## config.mk

```make
export PLATFORM = sky130hd
export DESIGN_NAME = threshold_leader_clustering
export DESIGN_NICKNAME = d
export VERILOG_FILES = /design/src/design/tlc_pkg.sv /design/src/design/tlc_ctrl.sv /design/src/design/tlc_dp.sv /design/src/design/threshold_leader_clustering.sv
export SDC_FILE = /design/constraint.sdc
export NUM_CORES = 1
export LEC_CHECK = 0
export ABC_AREA = 1
export BUFFER_PORTS_ARGS = -buffer_cell sky130_fd_sc_hd__buf_2
export CAP_MARGIN = 0
export CORE_MARGIN = 1.5
export CORE_UTILIZATION = 40
export CTS_BUF_LIST = sky130_fd_sc_hd__clkbuf_4
export CTS_CLUSTER_DIAMETER = 100
export DETAILED_ROUTE_END_ITERATION = 10
export GPL_TIMING_DRIVEN = 0
export SLEW_MARGIN = 25
export SYNTH_ARGS = -nofsm -noshare
export SYNTH_HDL_FRONTEND = slang
export SYNTH_SLANG_ARGS = --single-unit
```

## constraint.sdc

```tcl
create_clock -name clk -period 6.75 [get_ports clk]
set_input_delay 0.675 -clock clk [delete_from_list [all_inputs] [get_ports clk]]
set_output_delay 0.675 -clock clk [all_outputs]
set_load 0.1 [all_outputs]
```

## src/design/tlc_pkg.sv

```systemverilog
package tlc_pkg;

  localparam int MAX_CENTERS = 16;
  localparam int IDX_W       = $clog2(MAX_CENTERS);
  localparam int CNT_W       = $clog2(MAX_CENTERS + 1);
  localparam int PIX_W       = 8;
  localparam int LABEL_W     = 4;
  localparam int CFG_IDX_W   = 1;
  localparam int CFG_DATA_W  = 8;

  localparam logic [CFG_IDX_W-1:0] REG_THRESHOLD = 1'd0;
  localparam logic [CFG_IDX_W-1:0] REG_SEED      = 1'd1;

  localparam logic [PIX_W-1:0] THRESHOLD_RESET = 8'd0;
  localparam logic [PIX_W-1:0] SEED_RESET      = 8'd128;

  typedef enum logic [1:0] {
    ST_IDLE,
    ST_SCAN,
    ST_COMMIT
  } state_t;

  typedef struct packed {
    logic start;
    logic step;
    logic finish;
  } tlc_cmd_t;

  typedef struct packed {
    logic last;
    logic out_busy;
  } tlc_status_t;

endpackage

```

## src/design/tlc_ctrl.sv

```systemverilog
module tlc_ctrl (
  input  logic                 clk,
  input  logic                 rst_n,
  input  logic                 in_valid,
  output logic                 in_ready,
  input  tlc_pkg::tlc_status_t status,
  output tlc_pkg::tlc_cmd_t    cmd
);
  import tlc_pkg::*;

  state_t state_r;
  state_t state_nxt;

  always_ff @(posedge clk) begin
    if (!rst_n) begin
      state_r <= ST_IDLE;
    end else begin
      state_r <= state_nxt;
    end
  end

  always_comb begin
    state_nxt = state_r;
    unique case (state_r)
      ST_IDLE: begin
        if (in_valid) begin
          state_nxt = ST_SCAN;
        end
      end
      ST_SCAN: begin
        if (status.last) begin
          state_nxt = ST_COMMIT;
        end
      end
      ST_COMMIT: begin
        if (!status.out_busy) begin
          state_nxt = ST_IDLE;
        end
      end
      default: state_nxt = ST_IDLE;
    endcase
  end

  always_comb begin
    in_ready   = 1'b0;
    cmd.start  = 1'b0;
    cmd.step   = 1'b0;
    cmd.finish = 1'b0;
    unique case (state_r)
      ST_IDLE: begin
        in_ready  = 1'b1;
        cmd.start = in_valid;
      end
      ST_SCAN: begin
        cmd.step = 1'b1;
      end
      ST_COMMIT: begin
        cmd.finish = !status.out_busy;
      end
      default: ;
    endcase
  end

endmodule

```

## src/design/tlc_dp.sv

```systemverilog
module tlc_dp (
  input  logic                             clk,
  input  logic                             rst_n,
  input  logic                             cfg_we,
  input  logic [tlc_pkg::CFG_IDX_W-1:0]    cfg_index,
  input  logic [tlc_pkg::CFG_DATA_W-1:0]   cfg_wdata,
  input  logic [tlc_pkg::PIX_W-1:0]        in_pixel_value,
  input  logic                             in_frame_start,
  output logic                             out_valid,
  input  logic                             out_ready,
  output logic [tlc_pkg::LABEL_W-1:0]      out_cluster_label,
  output logic                             out_new_center,
  output logic                             out_table_full,
  input  tlc_pkg::tlc_cmd_t                cmd,
  output tlc_pkg::tlc_status_t             status
);
  import tlc_pkg::*;

  logic [PIX_W-1:0]   thr_r;
  logic [PIX_W-1:0]   seed_r;
  logic [PIX_W-1:0]   centers_r [MAX_CENTERS];
  logic [CNT_W-1:0]   count_r;
  logic [PIX_W-1:0]   pix_r;
  logic [IDX_W-1:0]   idx_r;
  logic [IDX_W-1:0]   best_r;
  logic [PIX_W:0]     best_dist_r;
  logic               near_r;
  logic               out_valid_r;
  logic [LABEL_W-1:0] label_r;
  logic               new_r;
  logic               full_r;

  logic [PIX_W-1:0]   cur;
  logic [PIX_W-1:0]   gap;
  logic               wr_new;
  logic               all_far;

  assign cur     = centers_r[idx_r];
  assign gap     = (pix_r >= cur) ? (pix_r - cur) : (cur - pix_r);
  assign all_far = !near_r;
  assign wr_new  = all_far && (count_r < CNT_W'(MAX_CENTERS));

  assign status.last     = (CNT_W'(idx_r) == (count_r - CNT_W'(1)));
  assign status.out_busy = out_valid_r && !out_ready;

  always_ff @(posedge clk) begin
    if (!rst_n) begin
      thr_r   <= THRESHOLD_RESET;
      seed_r  <= SEED_RESET;
      count_r <= CNT_W'(1);
    end else begin
      if (cfg_we) begin
        if (cfg_index == REG_THRESHOLD) begin
          thr_r <= cfg_wdata;
        end else if (cfg_index == REG_SEED) begin
          seed_r <= cfg_wdata;
        end
      end
      if (cmd.start && in_frame_start) begin
        count_r <= CNT_W'(1);
      end else if (cmd.finish && wr_new) begin
        count_r <= count_r + CNT_W'(1);
      end
    end
  end

  always_ff @(posedge clk) begin
    if (!rst_n) begin
      centers_r[0] <= SEED_RESET;
    end else begin
      if (cmd.start && in_frame_start) begin
        centers_r[0] <= seed_r;
      end
      if (cmd.finish && wr_new) begin
        centers_r[count_r[IDX_W-1:0]] <= pix_r;
      end
    end
  end

  always_ff @(posedge clk) begin
    if (cmd.start) begin
      pix_r       <= in_pixel_value;
      idx_r       <= '0;
      best_r      <= '0;
      best_dist_r <= '1;
      near_r      <= 1'b0;
    end else if (cmd.step) begin
      if (gap <= thr_r) begin
        near_r <= 1'b1;
      end
      if ({1'b0, gap} < best_dist_r) begin
        best_dist_r <= {1'b0, gap};
        best_r      <= idx_r;
      end
      if (!status.last) begin
        idx_r <= idx_r + IDX_W'(1);
      end
    end
  end

  always_ff @(posedge clk) begin
    if (!rst_n) begin
      out_valid_r <= 1'b0;
    end else if (cmd.finish) begin
      out_valid_r <= 1'b1;
    end else if (out_ready) begin
      out_valid_r <= 1'b0;
    end
  end

  always_ff @(posedge clk) begin
    if (cmd.finish) begin
      new_r  <= wr_new;
      full_r <= all_far && !wr_new;
      if (wr_new) begin
        label_r <= LABEL_W'(count_r);
      end else begin
        label_r <= LABEL_W'(best_r);
      end
    end
  end

  assign out_valid         = out_valid_r;
  assign out_cluster_label = label_r;
  assign out_new_center    = new_r;
  assign out_table_full    = full_r;

endmodule

```

## src/design/threshold_leader_clustering.sv

```systemverilog
// Channel   Direction  Handshake              Payload
// cfg       in         cfg_we                 cfg_index, cfg_wdata
// in        in         in_valid / in_ready    in_pixel_value, in_frame_start
// out       out        out_valid / out_ready  out_cluster_label, out_new_center, out_table_full
//
// A request is loaded, then scanned against each stored center in turn through a single
// distance comparator, and then its result is committed.
// Synchronous reset loads threshold 0, seed 128, center zero with the seed and a count of one.
// The result sits in an output register; a new request is taken while it waits,
// and the commit cycle holds until that register is free.
module threshold_leader_clustering (
  input  logic                             clk,
  input  logic                             rst_n,
  input  logic                             cfg_we,
  input  logic [tlc_pkg::CFG_IDX_W-1:0]    cfg_index,
  input  logic [tlc_pkg::CFG_DATA_W-1:0]   cfg_wdata,
  input  logic                             in_valid,
  output logic                             in_ready,
  input  logic [tlc_pkg::PIX_W-1:0]        in_pixel_value,
  input  logic                             in_frame_start,
  output logic                             out_valid,
  input  logic                             out_ready,
  output logic [tlc_pkg::LABEL_W-1:0]      out_cluster_label,
  output logic                             out_new_center,
  output logic                             out_table_full
);
  import tlc_pkg::*;

  tlc_cmd_t    cmd;
  tlc_status_t status;

  tlc_ctrl u_ctrl (
    .clk      (clk),
    .rst_n    (rst_n),
    .in_valid (in_valid),
    .in_ready (in_ready),
    .status   (status),
    .cmd      (cmd)
  );

  tlc_dp u_dp (
    .clk               (clk),
    .rst_n             (rst_n),
    .cfg_we            (cfg_we),
    .cfg_index         (cfg_index),
    .cfg_wdata         (cfg_wdata),
    .in_pixel_value    (in_pixel_value),
    .in_frame_start    (in_frame_start),
    .out_valid         (out_valid),
    .out_ready         (out_ready),
    .out_cluster_label (out_cluster_label),
    .out_new_center    (out_new_center),
    .out_table_full    (out_table_full),
    .cmd               (cmd),
    .status            (status)
  );

  a_finish_free: assert property (@(posedge clk) disable iff (!rst_n)
    cmd.finish |-> !status.out_busy)
    else $error("commit while output register occupied");

  a_busy_after_accept: assert property (@(posedge clk) disable iff (!rst_n)
    (in_valid && in_ready) |=> !in_ready)
    else $error("second request taken during scan");

  a_new_not_seed: assert property (@(posedge clk) disable iff (!rst_n)
    (out_valid && out_new_center) |-> (out_cluster_label != '0))
    else $error("new center labeled as seed");

  a_new_xor_full: assert property (@(posedge clk) disable iff (!rst_n)
    out_valid |-> !(out_new_center && out_table_full))
    else $error("new center and table full together");

endmodule
```

==> results.md <==
- Status: completed
- CTS tree: done
- Slew headroom: 0.349
- Synthesized Nets: 974
- First-iteration detailed-routing DRC count: 501
- Family with the most delay on the worst path: buffers and inverters
- All-layer global routing usage: 0.200
- Final worst-path cycle share: 0.696
- HPWL Detailed: 15400 um
- Max-cap violations: 0
- Max H-tree Level: 4
- Critical path required time: 7.27 ns
- I/O Buffers: 30
- Layout cell share with drive strength beyond 1: 0.114
- R2r setup slk: 2.05 ns
- Post-Route WL: 21900 um
- Post-CTS sizing: 0
- Final Wtd Congestion: 0.837
- Mean Syn Cell Area: 9.61 sq um
- # Post-CTS Setup Buffers: 0
- Critical path type: reg -> reg
- Worst-Skew Late Latency: 0.61 ns
- Cts hold-fix bufs: 0
- Chip Height: 151 um
- RSZ-0062 raised after global routing: false
- Drt first pass iters: 5
- Starting Density: 0.406
- Endpoints failing setup: 0
- Ports: 31
- Most frequent cells in the layout: nand2_1, edfxtp_1, nor2_1
- Worst hold path class: in -> reg
- DRC viols: 0
- Initial antenna violation count: 1
- Die area: 22900 sq um
- Num CTS Buffers: 17
- Number of distinct library cells after synthesis: 38
- DR vias: 6440
- Post-route minimum period: 4.70 ns
- Yosys reg bits: 188
- Power Density: 338 nW/um^2
- Commonest non-fill, non-tap cell in the layout: nand2_1
- Routed vias/inst: 5.11
- Die X: 151 um
- FFs w/ async S/R, synth: 0
- Max Clock Skew: 0.0302 ns
- # rows: 54
- GRT overflow: 0
- Worst-path cell chain: buf_2, clkbuf_1, o21ai_0, o21ai_0, o211ai_1, nand2_1, ha_1, a21oi_1, nor2_1, nor2_1, nand2_2, inv_1, nand2_1, nand2_1, inv_1, ha_1, nand2_1, nand2_1, a21boi_0, nand4_2, inv_1, buf_4, nand2_1, a21oi_1
- Placed Cells: 1229
- Clk root buf: clkbuf_4
- Clk buf depth: 2
- CP max stage delay: 0.49 ns
- Crit end category: register
- CP dominant cell by count: nand2_1
- Clock sink total: 188
- Final Util: 0.448
- Nets@finish: 1026
- DR WL/cell: 17.3 um
- Sequential area share after synthesis: 0.589
- Syn-to-layout area delta: 10.3%
- Pre-CTS WS: 2.09 ns
- Vias in the first global route: 5927
- Post-synth EDFFs: 142
- Largest net degree at the start of global routing: 20
- Synth warnings: 0
- Final Hold Fails: 0
- CP bufs+invs: 6
- Worst Path Max Fanout: 10
- Most used flip-flop cell after synthesis: edfxtp_1
- Slew Viols, Final: 0
- Layout Cells excl Fill: 1261
- VDD IR max: 0.160 mV
- Antenna viol nets, final: 0
- First-pass GRT wire length: 33500 um
- Fin worst setup slack: 2.05 ns
- CORE AREA: 21700 sq um
- Clk slew on worst S/H paths: 0.16 ns
- Post-synthesis instance area: 8800 sq um
- Fmax: 213 MHz
- Worst-Margin Slew: 0.972 ns
- CP startpoint kind: register
- CP arrival: 5.22 ns
- CP max-delay cell: clkbuf_1
- Synth Instances: 916
- Static Leak: 3.86 nW
- Post-layout power: 3.29 mW
- Final setup TNS: 0 ns
==> Yosys cell counts (5+ instances only) <==
master / n / area, sq um
a21oi_1: 59 / 295
buf_2: 10 / 50.1
buf_4: 5 / 37.5
clkbuf_1: 17 / 63.8
dfxtp_1: 46 / 921
edfxtp_1: 142 / 4260
ha_1: 33 / 413
inv_1: 105 / 394
inv_2: 8 / 30.0
nand2_1: 152 / 571
nand3_1: 40 / 200
nand4_1: 7 / 43.8
nor2_1: 121 / 454
o211ai_1: 32 / 240
o21ai_0: 92 / 460
o22ai_1: 7 / 43.8
==> sequential cells by signal (all words and copies together) (netlist names), 2 cells and up, named ones only <==
signal	flops
u_ctrl.state_r	2
u_dp.pix_r	8
u_dp.count_r	5
u_dp.best_dist_r	9
u_dp.thr_r	8
u_dp.idx_r	4
u_dp.best_r	4
u_dp.centers_r	128
u_dp.out_cluster_label	4
u_dp.seed_r	8
==> cell families (layout without fill, tap and decap cells) <==
| group | count (synthesis) | after routing | synth area share |
|---|---|---|---|
| and+or+nand+nor | 336 | 336 | 0.158 |
| AOI/OAI and AO/OA | 199 | 199 | 0.125 |
| DFF | 188 | 188 | 0.589 |
| buffers and inverters | 150 | 214 | 0.0686 |
| adders and majority gates | 35 | 35 | 0.0514 |
| xor gates and xnor gates | 8 | 8 | 0.00796 |
| other | 0 | 1 | 0 |
==> metal layers <==
layer,global-route usage,wire [um],up-vias
met5,0,0,-
li1,-,-,3205
met4,0.0646,427,0
met3,0.0337,1200,23
met1,0.282,10300,3029
met2,0.313,9970,183
==> power breakdown <==
part | total [mW] | internal (mW) | switching, mW | leakage [nW]
Clock | 0.679 | 0.241 | 0.439 | 0.169
Combinational | 1.26 | 0.417 | 0.848 | 1.98
Sequential | 1.34 | 1.31 | 0.0328 | 1.71
Total | 3.29 | 1.97 | 1.32 | 3.86
==> metrics by stage <==
stage | instance area, sq um | hold WS (ns)
CTS | 9710 | 0.205
global placement | 9310 | 0.443
detailed placement | 9380 | 0.454
floorplan | 8800 | 0.429
global route | 9710 | 0.197
finish | 9710 | 0.248
==> layout make-up <==
class	instances	area [sq um]
repair buffers	33	174
plain buffers	36	176
well taps	280	350
flip-flops and latches	188	5180
clock buffers	17	128
diodes	1	2.50
multi-input cells	578	3070
fillers	2086	12000
inverters	114	428
clock inverters	14	194
==> worst reg2reg max path: stages (launching register included) <==
cell	delay (ns)
dfxtp_1	0.34
buf_2	0.27
clkbuf_1	0.49
o21ai_0	0.15
o21ai_0	0.26
o211ai_1	0.20
nand2_1	0.17
ha_1	0.33
a21oi_1	0.27
nor2_1	0.06
nor2_1	0.20
nand2_2	0.15
inv_1	0.17
nand2_1	0.09
nand2_1	0.07
inv_1	0.06
ha_1	0.29
nand2_1	0.06
nand2_1	0.05
a21boi_0	0.22
nand4_2	0.21
inv_1	0.12
buf_4	0.18
nand2_1	0.07
a21oi_1	0.13
==> final timing paths <==
check / cells after the start / start / to
setup reg to reg: 24 / register / u_dp.best_r[0]
hold / removal: 1 / in_pixel_value[0] / u_dp.pix_r[0]
setup / recovery: 24 / register / u_dp.best_r[0]
hold reg to reg: 2 / u_dp.thr_r[3] / u_dp.thr_r[3]
Power figures use the tool's default switching activity.
